==> src/hdl/jms_pkg.sv <==
// Package for the JPEG marker segmenter: payload structs, phase and marker
// kind enums, marker constants and the marker classification table.
// No dependencies.
package jms_pkg;

  localparam int JMS_POS_W = 32;
  localparam int JMS_QUEUE_DEPTH = 4;

  localparam logic [7:0] MARK_FIRST = 8'hC0;
  localparam logic [7:0] MARK_PREFIX = 8'hFF;

  typedef struct packed {
    logic [7:0] byte_value;
    logic       last_byte;
  } jms_in_t;

  typedef struct packed {
    logic [7:0]  marker_code;
    logic [31:0] segment_offset;
    logic [31:0] segment_size;
    logic        status;
    logic        last_of_run;
  } jms_out_t;

  typedef struct packed {
    logic     valid0;
    logic     valid1;
    jms_out_t res0;
    jms_out_t res1;
  } jms_emit_t;

  typedef enum logic [1:0] {
    PH_SCAN,
    PH_LEN_HI,
    PH_LEN_LO,
    PH_SKIP
  } jms_phase_t;

  typedef enum logic [1:0] {
    KIND_FIXED,
    KIND_LENGTH,
    KIND_SCAN
  } jms_kind_t;

  localparam logic STATUS_FOUND = 1'b0;
  localparam logic STATUS_TRUNC = 1'b1;

  function automatic jms_kind_t jms_marker_kind(input logic [7:0] m);
    jms_kind_t k;
    case (m) inside
      8'hD8, 8'hD9, [8'hD0:8'hD7]: k = KIND_FIXED;
      [8'hC0:8'hC3], [8'hC9:8'hCB], 8'hC4, 8'hCC, 8'hDA, 8'hDB, 8'hDC, 8'hDD,
      8'hFE, [8'hE0:8'hEF]: k = KIND_LENGTH;
      default: k = KIND_SCAN;
    endcase
    return k;
  endfunction

endpackage

==> src/hdl/jms_parser.sv <==
// Marker parser: stream state registers and the per-byte step that yields
// up to two results for each accepted byte. Depends on jms_pkg.
module jms_parser
  import jms_pkg::*;
#(
  parameter int POSITION_WIDTH = JMS_POS_W
) (
  input  logic      clk,
  input  logic      rst,
  input  logic      fire,
  input  jms_in_t   in_data,
  output jms_emit_t emit
);

  logic [POSITION_WIDTH-1:0] position, position_next;
  logic [POSITION_WIDTH-1:0] cur_offset, cur_offset_next;
  logic [POSITION_WIDTH-1:0] offs, run_size;
  logic                      prev_ff, prev_ff_next;
  jms_phase_t                phase, phase_next;
  logic [7:0]                len_hi, len_hi_next;
  logic [15:0]               skip, skip_next;
  logic [7:0]                cur_marker, cur_marker_next;
  logic                      open_seg, open_seg_next;
  logic [7:0]                b;
  logic [15:0]               len;
  jms_kind_t                 kind;
  jms_out_t                  r0, r1;
  logic                      e0, e1;

  function automatic jms_out_t make_result(input logic [7:0] code,
                                           input logic [31:0] off32,
                                           input logic [31:0] size32,
                                           input logic st);
    jms_out_t r;
    r.marker_code = code;
    r.segment_offset = off32;
    r.segment_size = size32;
    r.status = st;
    r.last_of_run = 1'b0;
    return r;
  endfunction

  assign b = in_data.byte_value;
  assign len = {len_hi, b};
  assign kind = jms_marker_kind(b);
  assign offs = position + POSITION_WIDTH'(1);
  assign run_size = position - POSITION_WIDTH'(1) - cur_offset;

  always_comb begin
    position_next = offs;
    cur_offset_next = cur_offset;
    prev_ff_next = prev_ff;
    phase_next = phase;
    len_hi_next = len_hi;
    skip_next = skip;
    cur_marker_next = cur_marker;
    open_seg_next = open_seg;
    e0 = 1'b0;
    e1 = 1'b0;
    r0 = '0;
    r1 = '0;
    unique case (phase)
      PH_SCAN: begin
        if (prev_ff && b >= MARK_FIRST && b != MARK_PREFIX) begin
          if (open_seg) begin
            e0 = 1'b1;
            r0 = make_result(cur_marker, 32'(cur_offset), 32'(run_size), STATUS_FOUND);
            open_seg_next = 1'b0;
          end
          cur_marker_next = b;
          cur_offset_next = offs;
          prev_ff_next = 1'b0;
          unique case (kind)
            KIND_FIXED: begin
              if (open_seg) begin
                e1 = 1'b1;
                r1 = make_result(b, 32'(offs), 32'd0, STATUS_FOUND);
              end else begin
                e0 = 1'b1;
                r0 = make_result(b, 32'(offs), 32'd0, STATUS_FOUND);
              end
            end
            KIND_LENGTH: phase_next = PH_LEN_HI;
            default: open_seg_next = 1'b1;
          endcase
        end else begin
          prev_ff_next = (b == MARK_PREFIX);
        end
      end
      PH_LEN_HI: begin
        len_hi_next = b;
        phase_next = PH_LEN_LO;
      end
      PH_LEN_LO: begin
        e0 = 1'b1;
        r0 = make_result(cur_marker, 32'(cur_offset), 32'(len), STATUS_FOUND);
        skip_next = (len >= 16'd2) ? len - 16'd2 : 16'd0;
        phase_next = (skip_next != 16'd0) ? PH_SKIP : PH_SCAN;
        prev_ff_next = 1'b0;
      end
      PH_SKIP: begin
        skip_next = (skip != 16'd0) ? skip - 16'd1 : 16'd0;
        if (skip_next == 16'd0) begin
          phase_next = PH_SCAN;
          prev_ff_next = 1'b0;
        end
      end
      default: phase_next = PH_SCAN;
    endcase
    if (in_data.last_byte) begin
      if (phase_next != PH_SCAN || open_seg_next) begin
        if (e0) begin
          e1 = 1'b1;
          r1 = make_result(8'd0, 32'(cur_offset_next), 32'd0, STATUS_TRUNC);
        end else begin
          e0 = 1'b1;
          r0 = make_result(8'd0, 32'(cur_offset_next), 32'd0, STATUS_TRUNC);
        end
      end
      position_next = '0;
      cur_offset_next = '0;
      prev_ff_next = 1'b0;
      phase_next = PH_SCAN;
      len_hi_next = '0;
      skip_next = '0;
      cur_marker_next = '0;
      open_seg_next = 1'b0;
    end
    r0.last_of_run = !e1;
    r1.last_of_run = 1'b1;
    emit.valid0 = e0;
    emit.valid1 = e1;
    emit.res0 = r0;
    emit.res1 = r1;
  end

  always_ff @(posedge clk) begin
    if (rst) begin
      position <= '0;
      cur_offset <= '0;
      prev_ff <= 1'b0;
      phase <= PH_SCAN;
      len_hi <= '0;
      skip <= '0;
      cur_marker <= '0;
      open_seg <= 1'b0;
    end else if (fire) begin
      position <= position_next;
      cur_offset <= cur_offset_next;
      prev_ff <= prev_ff_next;
      phase <= phase_next;
      len_hi <= len_hi_next;
      skip <= skip_next;
      cur_marker <= cur_marker_next;
      open_seg <= open_seg_next;
    end
  end

  a_skip_nonzero: assert property (@(posedge clk) disable iff (rst)
    phase == PH_SKIP |-> skip != 16'd0)
    else $error("skip phase with no payload left");

  a_open_only_scan: assert property (@(posedge clk) disable iff (rst)
    open_seg |-> phase == PH_SCAN)
    else $error("open segment outside scan phase");

  a_second_needs_first: assert property (@(posedge clk) disable iff (rst)
    emit.valid1 |-> emit.valid0)
    else $error("second result without first");

endmodule

==> src/hdl/jms_result_queue.sv <==
// Result queue: small register queue that takes up to two results per
// transaction and delivers one per ready cycle. Depends on jms_pkg.
module jms_result_queue
  import jms_pkg::*;
(
  input  logic      clk,
  input  logic      rst,
  input  logic      fire,
  input  jms_emit_t emit,
  output logic      in_ready,
  output logic      out_valid,
  input  logic      out_ready,
  output jms_out_t  out_data
);

  localparam int PtrW = $clog2(JMS_QUEUE_DEPTH);
  localparam int CntW = $clog2(JMS_QUEUE_DEPTH + 1);

  jms_out_t            entries [JMS_QUEUE_DEPTH];
  logic [PtrW-1:0]     wr_ptr, rd_ptr;
  logic [CntW-1:0]     count, count_next;
  logic [CntW-1:0]     wr_n;
  logic                pop;

  assign in_ready = (count <= CntW'(JMS_QUEUE_DEPTH - 2));
  assign out_valid = (count != '0);
  assign out_data = entries[rd_ptr];
  assign pop = out_valid && out_ready;
  assign wr_n = fire ? (CntW'(emit.valid0) + CntW'(emit.valid1)) : '0;
  assign count_next = count + wr_n - CntW'(pop);

  always_ff @(posedge clk) begin
    if (fire && emit.valid0) begin
      entries[wr_ptr] <= emit.res0;
    end
    if (fire && emit.valid1) begin
      entries[wr_ptr + PtrW'(1)] <= emit.res1;
    end
  end

  always_ff @(posedge clk) begin
    if (rst) begin
      wr_ptr <= '0;
      rd_ptr <= '0;
      count <= '0;
    end else begin
      wr_ptr <= wr_ptr + PtrW'(wr_n);
      if (pop) begin
        rd_ptr <= rd_ptr + PtrW'(1);
      end
      count <= count_next;
    end
  end

  a_count_bound: assert property (@(posedge clk) disable iff (rst)
    count <= CntW'(JMS_QUEUE_DEPTH))
    else $error("result queue overflow");

  a_count_hold: assert property (@(posedge clk) disable iff (rst)
    (wr_n == '0 && !pop) |=> $stable(count))
    else $error("queue count moved without push or pop");

  a_ptr_gap: assert property (@(posedge clk) disable iff (rst)
    PtrW'(wr_ptr - rd_ptr) == PtrW'(count))
    else $error("queue pointers disagree with count");

endmodule

==> src/hdl/jpeg_marker_segmenter_unit.sv <==
// Top level of the JPEG marker segmenter: parser plus result queue.
// Depends on jms_pkg, jms_parser and jms_result_queue.
//
// Takes one stream byte per transaction and reports each marker segment as
// a result transaction: marker code, offset just past the marker, size, and
// a status that flags a stream ending inside an open segment. A byte is
// accepted every clock while the four-entry result queue has room for two
// results; results are registered in the queue and leave at one per clock
// while the output is ready. A byte that closes a segment and emits a fixed
// marker, or emits a result and ends the stream in an open segment, yields
// two results; under a continuously ready output the sustained rate is one
// byte per clock, and the queue's single read port holds the input back
// when results pile up. After a byte marked last the state returns to reset
// and the next byte starts a new stream at position zero.
module jpeg_marker_segmenter_unit
  import jms_pkg::*;
#(
  parameter int POSITION_WIDTH = JMS_POS_W
) (
  input  logic     clk,
  input  logic     rst,
  input  logic     in_valid,
  output logic     in_ready,
  input  jms_in_t  in_data,
  output logic     out_valid,
  input  logic     out_ready,
  output jms_out_t out_data
);

  jms_emit_t emit;
  logic      fire;

  assign fire = in_valid && in_ready;

  jms_parser #(
    .POSITION_WIDTH(POSITION_WIDTH)
  ) u_parser (
    .clk    (clk),
    .rst    (rst),
    .fire   (fire),
    .in_data(in_data),
    .emit   (emit)
  );

  jms_result_queue u_queue (
    .clk      (clk),
    .rst      (rst),
    .fire     (fire),
    .emit     (emit),
    .in_ready (in_ready),
    .out_valid(out_valid),
    .out_ready(out_ready),
    .out_data (out_data)
  );

endmodule

==> config.mk <==
export PLATFORM = sky130hd
export DESIGN_NAME = jpeg_marker_segmenter_unit
export DESIGN_NICKNAME = d
export VERILOG_FILES = /design/src/hdl/jms_pkg.sv /design/src/hdl/jms_parser.sv /design/src/hdl/jms_result_queue.sv /design/src/hdl/jpeg_marker_segmenter_unit.sv
export SDC_FILE = /design/constraint.sdc
export NUM_CORES = 1
export LEC_CHECK = 0
export BUFFER_PORTS_ARGS = -buffer_cell sky130_fd_sc_hd__buf_4
export CORE_MARGIN = 10
export CORE_UTILIZATION = 25
export CTS_CLUSTER_SIZE = 12
export DETAILED_ROUTE_END_ITERATION = 7
export GPL_TIMING_DRIVEN = 0
export REMOVE_ABC_BUFFERS = 1
export SETUP_SLACK_MARGIN = 0.05
export SLEW_MARGIN = 25
export SYNTH_ARGS = -nofsm -noshare
export SYNTH_HDL_FRONTEND = slang
export SYNTH_SLANG_ARGS = --single-unit
==> constraint.sdc <==
create_clock -name clk -period 11 [get_ports clk]
set_input_delay 0.55 -clock clk [delete_from_list [all_inputs] [get_ports clk]]
set_output_delay 0.55 -clock clk [all_outputs]
set_load 0.005 [all_outputs]
# Word level (Yosys, flattened, before mapping)
# Memory sizes are Yosys's and may differ from the RTL's. A register that Yosys moved wholly into a read port is not among the register bits.
# Cells that the tools add are included.
dict set report op_classes {
  n_reduce_logical 31
  muxes 64
  n_addsub 11
  n_eq_ne 16
  magnitude_cmp 10
}
# op count
set op_table {}
lappend op_table {{$mux W74} 14}
lappend op_table {{$pmux W74 S2} 1}
lappend op_table {{$mux W32} 4}
lappend op_table {{$eq A8 B8 Y1 const B} 10}
lappend op_table {{$mux W16} 3}
lappend op_table {{$mux W8} 5}
lappend op_table {{$add A32 B1 Y32 const B} 1}
lappend op_table {{$ge A8 B8 Y1 const B} 4}
lappend op_table {{$le A8 B8 Y1 const B} 4}
lappend op_table {{$pmux W16 S2} 1}
lappend op_table {{$reduce_bool A16 Y1} 2}
lappend op_table {{$sub A32 B1 Y32 const B} 1}
lappend op_table {{$sub A32 B32 Y32} 1}
lappend op_table {{$mux W1} 23}
lappend op_table {{$mux W2} 9}
lappend op_table {{$ge A16 B2 Y1 const B} 1}
lappend op_table {{$logic_not A16 Y1} 1}
lappend op_table {{$sub A16 B1 Y16 const B} 1}
lappend op_table {{$sub A16 B2 Y16 const B} 1}
lappend op_table {{$logic_and A1 B1 Y1} 10}
lappend op_table {{$reduce_or A10 Y1} 1}
lappend op_table {{$ne A8 B8 Y1 const B} 1}
lappend op_table {{$pmux W2 S4} 1}
lappend op_table {{$reduce_bool A2 Y1} 4}
lappend op_table {{other kinds (21)} 28}
dict set report word_totals {
  inputBits 13
  mem_count 1
  out_inout_bits 76
  ff_bits 107
  mem_bits_rw 296
  word_cells 144
}
# memory depth word_bits read_ports rd_ports_with_merged_regs wr line_no
set mem_list {}
lappend mem_list {u_queue.entries 4 74 1 1 2 jms_result_queue.sv:19} ;# jms_out_t entries [JMS_QUEUE_DEPTH];

# Logic depth before layout (Yosys ltp)
# Gate-level depths: netlist of the first run.
dict set report depth {
  word_depth 17
  ltp_mapped 20
  ltp_nobuf 18
}

# Hierarchy
# A second synthesis of the first run with hierarchy kept.
dict set report unflattened {
  cells_unflattened 1978
  area_unflattened_um2 23552.6
}
# module area_per_inst_um2 cells_each seq_area_each_um2 n_inst
set modules_own_cells {}
lappend modules_own_cells {jms_result_queue 14794.2 772 9068.7 1}
lappend modules_own_cells {jms_parser 8752.1 1205 2001.9 1}
lappend modules_own_cells {jpeg_marker_segmenter_unit 6.3 1 0.0 1}

# Worst setup path after synthesis of the first run
# No wires, ideal clock.
dict set report synth_timing {
  path_type {input to register}
  from {in in_data[4] (netlist name)}
  to {reg u_queue.count[2]}
  path_stages 19
  slack_ns 6.861
  path_buffers 3
  setup_ns 0.128
  required_time_ns 10.872
  t_arrival_ns 4.011
  cell_sequence {clkbuf_1 -> nor4_4 -> buf_2 -> nand4b_1 -> a311oi_1 -> nand4b_1 -> o211ai_2 -> a311oi_4 -> buf_6 -> nor2_1 -> inv_1 -> ha_1 -> and3_1 -> ha_1 -> inv_1 -> fa_1 -> xnor2_1 -> xnor2_1 -> nor2_1}
}
dict set report synth_via {
  elab_chain_cells 17
  elab_cells_between_ends 59
  cone_classes {add/sub (4); order compare (9); eq/ne (11); mux (22); reduce/logical (13)}
}
# element line_no
set synth_lines {}
lappend synth_lines {{start, declared} jpeg_marker_segmenter_unit.sv:24} ;# input jms_in_t in_data,
lappend synth_lines {{$ge A8 B8 Y1 (not written as such) (tied with other cells)} jms_parser.sv:45} ;# assign kind = jms_marker_kind(b);
lappend synth_lines {{$logic_and A1 B1 Y1 (not written as such)} jms_parser.sv:45}
lappend synth_lines {{$reduce_or A10 Y1} jms_pkg.sv:50} ;# case (m) inside
lappend synth_lines {{$mux W2 (2 in series)} jms_pkg.sv:50}
lappend synth_lines {{$eq A2 B1 Y1 / $logic_not A2 Y1 (equally long branches)} jms_parser.sv:73} ;# unique case (kind)
lappend synth_lines {{$mux W2 / $reduce_or A2 Y1 (equally long branches)} -}
lappend synth_lines {{$mux W2 / $mux W1 (equally long branches)} {jms_parser.sv:64, jms_parser.sv:73}}
lappend synth_lines {{$pmux W2 S4 / $mux W1 (equally long branches)} {jms_parser.sv:62, jms_parser.sv:64}}
lappend synth_lines {{$reduce_bool A2 Y1 / $mux W1 (equally long branches)} {jms_parser.sv:111, jms_parser.sv:62}}
lappend synth_lines {{$logic_or A1 B1 Y1} jms_parser.sv:111} ;# if (phase_next != PH_SCAN || open_seg_next) begin
lappend synth_lines {{$mux W1} jms_parser.sv:111}
lappend synth_lines {{$mux W1} jms_parser.sv:110} ;# if (in_data.last_byte) begin
lappend synth_lines {{$add A1 B1 Y2 *} jms_result_queue.sv:29} ;# assign wr_n = fire ? (CntW'(emit.valid0) + CntW'(emit.valid1)) : '0;
lappend synth_lines {{$mux W3 *} jms_result_queue.sv:29}
lappend synth_lines {{$add A3 B3 Y3 *} jms_result_queue.sv:30} ;# assign count_next = count + wr_n - CntW'(pop);
lappend synth_lines {{$sub A3 B1 Y3 *} jms_result_queue.sv:30}
lappend synth_lines {{end signal, assigned} jms_result_queue.sv:51} ;# count <= count_next;
lappend synth_lines {{end, declared} jms_result_queue.sv:21} ;# logic [CntW-1:0] count, count_next;
# Mark *: on every way between the ends. The rest lies on a longest branch, timed or not.
# A chain may end at the register's enable or synchronous reset.

# Final worst setup path of the first run
dict set report layout_timing {
  from {reg u_parser.phase[1]}
  to {reg u_queue.count[2]}
}
dict set report layout_via {
  elab_chain_cells 11
  elab_cells_between_ends 22
  cone_classes {add/sub (3); eq/ne (3); mux (13); reduce/logical (3)}
}
# element line_no
set layout_lines {}
lappend layout_lines {{start, declared} jms_parser.sv:19} ;# jms_phase_t phase, phase_next;
lappend layout_lines {{start signal, assigned} jms_parser.sv:151} ;# phase <= phase_next;
lappend layout_lines {{$mux W2} jms_parser.sv:73}
lappend layout_lines {{$mux W2} jms_parser.sv:64} ;# if (prev_ff && b >= MARK_FIRST && b != MARK_PREFIX) begin
lappend layout_lines {{$pmux W2 S4} jms_parser.sv:62} ;# unique case (phase)
lappend layout_lines {{$reduce_bool A2 Y1} jms_parser.sv:111}
lappend layout_lines {{$logic_or A1 B1 Y1} jms_parser.sv:111}
lappend layout_lines {{$mux W1} jms_parser.sv:111}
lappend layout_lines {{$mux W1} jms_parser.sv:110}
lappend layout_lines {{$add A1 B1 Y2 *} jms_result_queue.sv:29}
lappend layout_lines {{$mux W3 *} jms_result_queue.sv:29}
lappend layout_lines {{$add A3 B3 Y3 *} jms_result_queue.sv:30}
lappend layout_lines {{$sub A3 B1 Y3 *} jms_result_queue.sv:30}
# Marks and branches as above.

==> impl_metrics.py, run 1 <==
metrics = {
    "placement": {
        "detailed_place_hpwl_microns": 45800,
        "placement.cell_area_sq_mm": 0.0234,
        "port_buffers": 88,
        "place.gp.congestion": 0.848,
        "place.detailed.instances": 3049,
    },
    "floorplan": {
        "std_cell_rows": 106,
        "design.portCount": 89,
        "floorplan.initialDensity": 0.252,
        "die_area_sq_mm": 0.0961,
        "core_area_sq_mm": 0.0836,
        "dieHeight_microns": 310,
        "die_x_microns": 310,
    },
    "clocking": {
        "cts_setup_buffers": 0,
        "cts.root.buffer_cell": "sky130_fd_sc_hd__clkbuf_16",
        "tritoncts": "done",
        "worst_skew_pair.late_latency_ps": 590,
        "htree_levels": 2,
        "ctsLongestPathBuffers": 3,
        "clk_pin_slew_ps": 70,
        "ctsHoldBuffers": 0,
        "post_cts_resize_count": 0,
        "tritoncts.num_buffers": 44,
        "clock_sink_count": 405,
    },
    "grt": {
        "grt.overflow.total": 0,
        "grtUsageMet1": 0.186,
        "grt_use_met3": 0.0217,
        "grtUsageTotal": 0.135,
        "grt_start_max_net_pins": 109,
        "grt_pass1_wl_microns": 102000,
        "use_met2": 0.216,
        "grt_pass1_vias": 16191,
        "antenna_found_initial": 0,
        "grt_busiest_layer": "met2",
    },
    "hold_path": {
        "hp-class": "in2reg",
    },
    "worst_setup_path": {
        "cp_data_arrival_time_ps": 5740,
        "critPathBufInv": 1,
        "setup.worst_path.class": "reg2reg",
        "end_kind": "flip-flop",
        "cp-start-kind": "flip-flop",
        "critical_path_required_ps": 11430,
        "critical_path.cell_chain": "nor4bb_1 > and2_4 > nand2_1 > nor2_4 > nor2_1 > inv_1 > ha_1 > nand2_1 > ha_1 > fa_1 > xnor2_1 > xnor2_1 > nor2_1",
        "crit_path_largest_cell_delay_ps": 730,
        "cp_max_fanout": 47,
        "timing.critical_path.max_delay_family": "simple AND/OR/NAND/NOR gates",
        "critPathSlowestCell": "sky130_fd_sc_hd__nor4bb_1",
    },
    "routing": {
        "detail_route.vias_per_cell": 5.40,
        "drt_pass1_iterations": 5,
        "detailed_route_iter0_violations": 1736,
        "drt_drc_violations_left": 0,
        "ant_nets": 0,
        "wire_per_inst_microns": 21.4,
        "num_vias": 16888,
        "finalWirelength_microns": 67100,
    },
    "sta": {
        "post-route-min-period_ps": 5310,
        "setup_viol": 0,
        "timing_hold_violations_final": 0,
        "relSlewSlack": 0.298,
        "slew_violations": 0,
        "rsz0062_at_grt": "false",
        "whs_ps": 348,
        "setup_tns_ps": 0,
        "worst_slew_pin_slew_ps": 1050,
        "skew_ps": 18.5,
        "clock.fmax_mhz": 188,
        "min_period_over_period": 0.483,
    },
    "synth": {
        "ys_types": 85,
        "synth-edff-count": 164,
        "synth_warnings": 0,
        "synth.cell_area_sq_mm": 0.0210,
        "dominantRegCellSynth": "sky130_fd_sc_hd__dfxtp_1",
        "async_flop_share": 0,
        "post-synth-top-area-cell": "sky130_fd_sc_hd__edfxtp_1",
        "synthTopCellsByArea": "sky130_fd_sc_hd__edfxtp_1 (23%), sky130_fd_sc_hd__dfxtp_1 (23%), sky130_fd_sc_hd__mux4_2 (7.9%)",
        "ys_seq_elements": 405,
        "avgSynthCellArea_sq_um": 10.5,
        "synth_sequential_area_ratio": 0.463,
        "synth_cells": 2007,
        "yosysTopAreaCellShare": 0.234,
    },
    "pwr": {
        "power_density_mw_per_mm2": 144,
        "intPower_mw": 2.64,
        "comb_power_share": 0.139,
        "vdd.ir_drop.worst_v": 0.0000865,
        "power.sequential.fraction": 0.451,
        "power_switching_mw": 0.921,
        "netSwitchingFraction": 0.258,
        "leakagePower_nw": 8.36,
        "power_frac_clock": 0.410,
    },
    "run_status": {
        "result_of_the_run": "finished clean",
    },
    "final_layout": {
        "commonest_non_fill_non_tap_cells_in_the_layout": "sky130_fd_sc_hd__dfxtp_1 (239), sky130_fd_sc_hd__nor2_1 (194), sky130_fd_sc_hd__edfxtp_1 (164)",
        "n_fill_cell": 8538,
        "mostFrequentLayoutCell": "sky130_fd_sc_hd__dfxtp_1",
        "layout.cell_area.non_filler_sq_mm": 0.0248,
        "count_of_inserted_antenna_diode_cells": 0,
        "area_growth_pct": 17.8,
        "finalNonFillerCells": 3130,
        "ratio_of_cells_with_drive_above_1_in_the_final_layout": 0.156,
        "layout.nets": 2072,
    },
    "job": {
        "cap_viol_max_count": 0,
    },
}
==> final timing paths <==
path                               start  slack (ps)  cells after the start                     end
setup / recovery       u_parser.phase[1]        5690                     13        u_queue.count[2]
hold / removal                in_data[1]         350                      3  u_parser.cur_marker[0]
setup reg to reg       u_parser.phase[1]        5690                     13        u_queue.count[2]
hold reg to reg   u_queue.entries[1][18]         460                      1  u_queue.entries[1][18]
==> cells by family after synthesis <==
family / share of synthesized area
XOR/XNOR: 0.0304
buffers and inverters: 0.0429
AND/OR/NAND/NOR: 0.115
adder cells (fa/ha/maj): 0.0269
multiplexers: 0.0906
AO/OA/AOI/OAI: 0.230
flip-flops: 0.463
==> synthesized netlist by cell type, types with 7 or more instances <==
library cell and instances:
sky130_fd_sc_hd__a211oi_1 7, sky130_fd_sc_hd__a21o_1 15, sky130_fd_sc_hd__a21oi_1 71, sky130_fd_sc_hd__a22o_1 83, sky130_fd_sc_hd__a22oi_1 123, sky130_fd_sc_hd__a32o_1 13, sky130_fd_sc_hd__and2_1 14, sky130_fd_sc_hd__and3_1 17
sky130_fd_sc_hd__buf_1 7, sky130_fd_sc_hd__buf_2 12, sky130_fd_sc_hd__buf_6 8, sky130_fd_sc_hd__clkbuf_1 129, sky130_fd_sc_hd__dfxtp_1 241, sky130_fd_sc_hd__edfxtp_1 164, sky130_fd_sc_hd__ha_1 42, sky130_fd_sc_hd__inv_1 54
sky130_fd_sc_hd__mux2_2 8, sky130_fd_sc_hd__mux2i_1 15, sky130_fd_sc_hd__mux4_2 74, sky130_fd_sc_hd__nand2_1 98, sky130_fd_sc_hd__nand3_1 34, sky130_fd_sc_hd__nand4_1 17, sky130_fd_sc_hd__nand4b_1 8, sky130_fd_sc_hd__nor2_1 201
sky130_fd_sc_hd__nor2b_1 18, sky130_fd_sc_hd__nor3_1 23, sky130_fd_sc_hd__nor3b_1 8, sky130_fd_sc_hd__o21a_1 12, sky130_fd_sc_hd__o21ai_0 68, sky130_fd_sc_hd__o21ai_1 19, sky130_fd_sc_hd__o21bai_1 10, sky130_fd_sc_hd__o22ai_1 121
sky130_fd_sc_hd__o2bb2ai_1 82, sky130_fd_sc_hd__or3_1 16, sky130_fd_sc_hd__xnor2_1 41, sky130_fd_sc_hd__xor2_1 32
==> worst register-to-register path: stages, from the launching register on <==
cell                       delay (ps)
sky130_fd_sc_hd__dfxtp_1          650
sky130_fd_sc_hd__nor4bb_1         740
sky130_fd_sc_hd__and2_4           650
sky130_fd_sc_hd__nand2_1          680
sky130_fd_sc_hd__nor2_4           650
sky130_fd_sc_hd__nor2_1           210
sky130_fd_sc_hd__inv_1            110
sky130_fd_sc_hd__ha_1             150
sky130_fd_sc_hd__nand2_1          120
sky130_fd_sc_hd__ha_1             380
sky130_fd_sc_hd__fa_1             440
sky130_fd_sc_hd__xnor2_1          190
sky130_fd_sc_hd__xnor2_1          140
sky130_fd_sc_hd__nor2_1            50
==> stage by stage <==
stage	total power, mW	setup WS, ps	util
after floorplan	1.92	4850	-
after global placement	2.15	357	0.268
after detailed placement	2.15	5590	0.280
after CTS	3.61	5790	0.296
after global routing	3.70	5350	0.297
final	3.56	5690	0.297
==> registers in the layout, summed over array words and instances (netlist names), named ones only <==
name,count
u_queue.wr_ptr,2
u_queue.rd_ptr,2
u_parser.len_hi,8
u_parser.skip,16
u_parser.cur_marker,8
u_parser.phase,2
u_parser.open_seg,1
u_parser.prev_ff,1
u_parser.position,32
u_queue.entries,296
u_parser.cur_offset,32
u_queue.count,3
==> layout make-up <==
type	count	area (sq um)	share of cell area
repair buffers	121	1480	0.0596
inverters	59	231	0.00934
multi-input cells	1384	10600	0.426
well taps	1080	1350	0.0545
flip-flops and latches	405	9760	0.394
clock buffers	67	1270	0.0512
clock inverters	14	131	0.00530
==> layer usage <==
layer | up-vias | share of wire
met2 | 629 | 0.46
met3 | 110 | 0.063
met1 | 8388 | 0.45
met4 | 0 | 0.026
met5 | - | 0
li1 | 7761 | -
==> power groups by stage <==
stage | clock, mW | sequential [mW] | combinational (mW)
floorplan | 0 | 1.66 | 0.258
global placement | 0 | 1.71 | 0.440
detailed placement | 0 | 1.64 | 0.511
CTS | 1.49 | 1.61 | 0.513
global route | 1.55 | 1.61 | 0.541
finish | 1.46 | 1.61 | 0.494
Note: power is estimated with default switching activity, not from simulation.
==> run 2: changes to the inputs <==
Clock period 11 ns to 5.4 ns, I/O delays scaled along.
==> impl_metrics.py, run 2 (synthesized netlist as in run 1, its figures left out) <==
metrics = {
    "final_layout": {
        "commonest_non_fill_non_tap_cells_in_the_layout": "sky130_fd_sc_hd__dfxtp_1 (239), sky130_fd_sc_hd__nor2_1 (193), sky130_fd_sc_hd__edfxtp_1 (164)",
        "layout.cell_area.non_filler_sq_mm": 0.0248,
        "most_flop_heavy_register": "u_queue.entries",
        "largest_register_ffs": 296,
        "area_growth_pct": 17.8,
        "layout.nets": 2072,
        "count_of_inserted_antenna_diode_cells": 0,
        "ratio_of_cells_with_drive_above_1_in_the_final_layout": 0.157,
        "mostFrequentLayoutCell": "sky130_fd_sc_hd__dfxtp_1",
        "layout_top_registers": "u_queue.entries x296, u_parser.cur_offset x32, u_parser.position x32",
    },
    "sta": {
        "slew_violations": 0,
        "fin_ws_ps": 391,
        "post-route-min-period_ps": 5010,
        "skew_ps": 16.6,
        "setup_tns_ps": 0,
        "relSlewSlack": 0.297,
        "timing_hold_violations_final": 0,
        "worst_slew_pin_slew_ps": 1050,
        "rsz0062_at_grt": "false",
        "whs_ps": 76.2,
        "min_period_over_period": 0.928,
        "clock.fmax_mhz": 200,
        "setup_viol": 0,
    },
    "routing": {
        "num_vias": 16833,
        "wire_per_inst_microns": 21.4,
        "ant_nets": 0,
        "detail_route.vias_per_cell": 5.38,
        "detailed_route_iter0_violations": 1772,
        "drt_drc_violations_left": 0,
        "drt_pass1_iterations": 5,
        "finalWirelength_microns": 67100,
    },
    "clocking": {
        "ctsHoldBuffers": 0,
        "tritoncts": "done",
        "post_cts_resize_count": 0,
        "clock_sink_count": 405,
        "htree_levels": 2,
        "cts.root.buffer_cell": "sky130_fd_sc_hd__clkbuf_16",
        "cts_setup_buffers": 0,
        "clk_pin_slew_ps": 60,
        "tritoncts.num_buffers": 44,
        "worst_skew_pair.late_latency_ps": 590,
        "ctsLongestPathBuffers": 3,
    },
    "pwr": {
        "leakagePower_nw": 8.36,
        "vdd.ir_drop.worst_v": 0.000177,
        "power_density_mw_per_mm2": 293,
    },
    "grt": {
        "grt.overflow.total": 0,
        "antenna_found_initial": 0,
        "grt_pass1_wl_microns": 102000,
        "grt_pass1_vias": 16191,
        "grtUsageTotal": 0.135,
        "grt_start_max_net_pins": 109,
    },
    "floorplan": {
        "design.portCount": 89,
        "dieHeight_microns": 310,
        "die_area_sq_mm": 0.0961,
        "core_area_sq_mm": 0.0836,
        "die_x_microns": 310,
        "std_cell_rows": 106,
        "floorplan.initialDensity": 0.252,
    },
    "job": {
        "cap_viol_max_count": 0,
    },
    "placement": {
        "detailed_place_hpwl_microns": 45800,
        "place_worst_setup_slack_ps": 222,
        "placement.cell_area_sq_mm": 0.0234,
        "port_buffers": 88,
        "place.gp.congestion": 0.848,
    },
    "worst_setup_path": {
        "cp-start-kind": "flip-flop",
        "worst_reg_to_reg_setup_slack_ps": 390,
        "cp_max_fanout": 14,
        "critical_path_required_ps": 5830,
        "end_kind": "flip-flop",
        "cp_data_arrival_time_ps": 5440,
        "setup.worst_path.class": "reg2reg",
    },
    "run_status": {
        "result_of_the_run": "finished clean",
    },
    "hold_path": {
        "hp-class": "in2reg",
    },
}
==> run 2: cell count changes in the layout (fill, tap and decap cells not counted) <==
cell / delta
sky130_fd_sc_hd__nand2_1: -1
sky130_fd_sc_hd__nand2_2: +1
sky130_fd_sc_hd__nor2_1: -1
sky130_fd_sc_hd__nor2_2: +1
==> run 2: worst paths after layout <==
path,from,end,depth (start not counted)
hold reg to reg,u_queue.entries[1][18],u_queue.entries[1][18],1
hold / removal,in_data[1],u_parser.cur_marker[0],3
setup reg to reg,u_parser.skip[0],u_queue.count[2],18
setup / recovery,u_parser.skip[0],u_queue.count[2],18
==> run 2: report_power, final <==
part | total, mW | leakage (nW) | internal (mW) | switching [mW]
clock network | 2.99 | 0.685 | 1.72 | 1.27
registers | 3.27 | 3.51 | 3.19 | 0.0844
logic | 1.01 | 4.16 | 0.475 | 0.531
total | 7.27 | 8.36 | 5.38 | 1.88
==> run 2: layout make-up <==
type,instances,area [sq um]
Timing Repair Buffer,121,1480
Clock buffer,67,1270
Multi-Input combinational cell,1384,10600
Inverter,59,231
Fill cell,8537,58800
Tap cell,1080,1350
Clock inverter,14,131
Sequential cell,405,9760
==> run 2: metal layers <==
metal | GRT usage | up-vias | wire (microns)
li1 | - | 7764 | -
met1 | 0.186 | 8319 | 30400
met2 | 0.216 | 630 | 30700
met3 | 0.0217 | 120 | 4230
met4 | 0.0406 | 0 | 1830
met5 | 0 | - | 0
==> run 2: worst max-delay path, stage by stage (launching register included) <==
cell	delay (ps)
sky130_fd_sc_hd__dfxtp_1	540
sky130_fd_sc_hd__inv_1	120
sky130_fd_sc_hd__ha_1	410
sky130_fd_sc_hd__nor2_1	170
sky130_fd_sc_hd__nand3_1	80
sky130_fd_sc_hd__a2111oi_0	570
sky130_fd_sc_hd__o2111a_1	340
sky130_fd_sc_hd__a31o_2	270
sky130_fd_sc_hd__a31oi_2	270
sky130_fd_sc_hd__nor2_2	470
sky130_fd_sc_hd__inv_1	100
sky130_fd_sc_hd__ha_1	280
sky130_fd_sc_hd__and3_1	250
sky130_fd_sc_hd__ha_1	180
sky130_fd_sc_hd__inv_1	50
sky130_fd_sc_hd__fa_1	370
sky130_fd_sc_hd__xnor2_1	190
sky130_fd_sc_hd__xnor2_1	140
sky130_fd_sc_hd__nor2_1	50
==> run 2: per-stage QoR <==
step                std cells  power, mW   util
floorplan                1848       3.92      -
CTS                      3130       7.36  0.296
global route             3130       7.53  0.297
global placement         3016       4.38  0.268
detailed placement       3049       4.38  0.280
finish                   3130       7.27  0.297
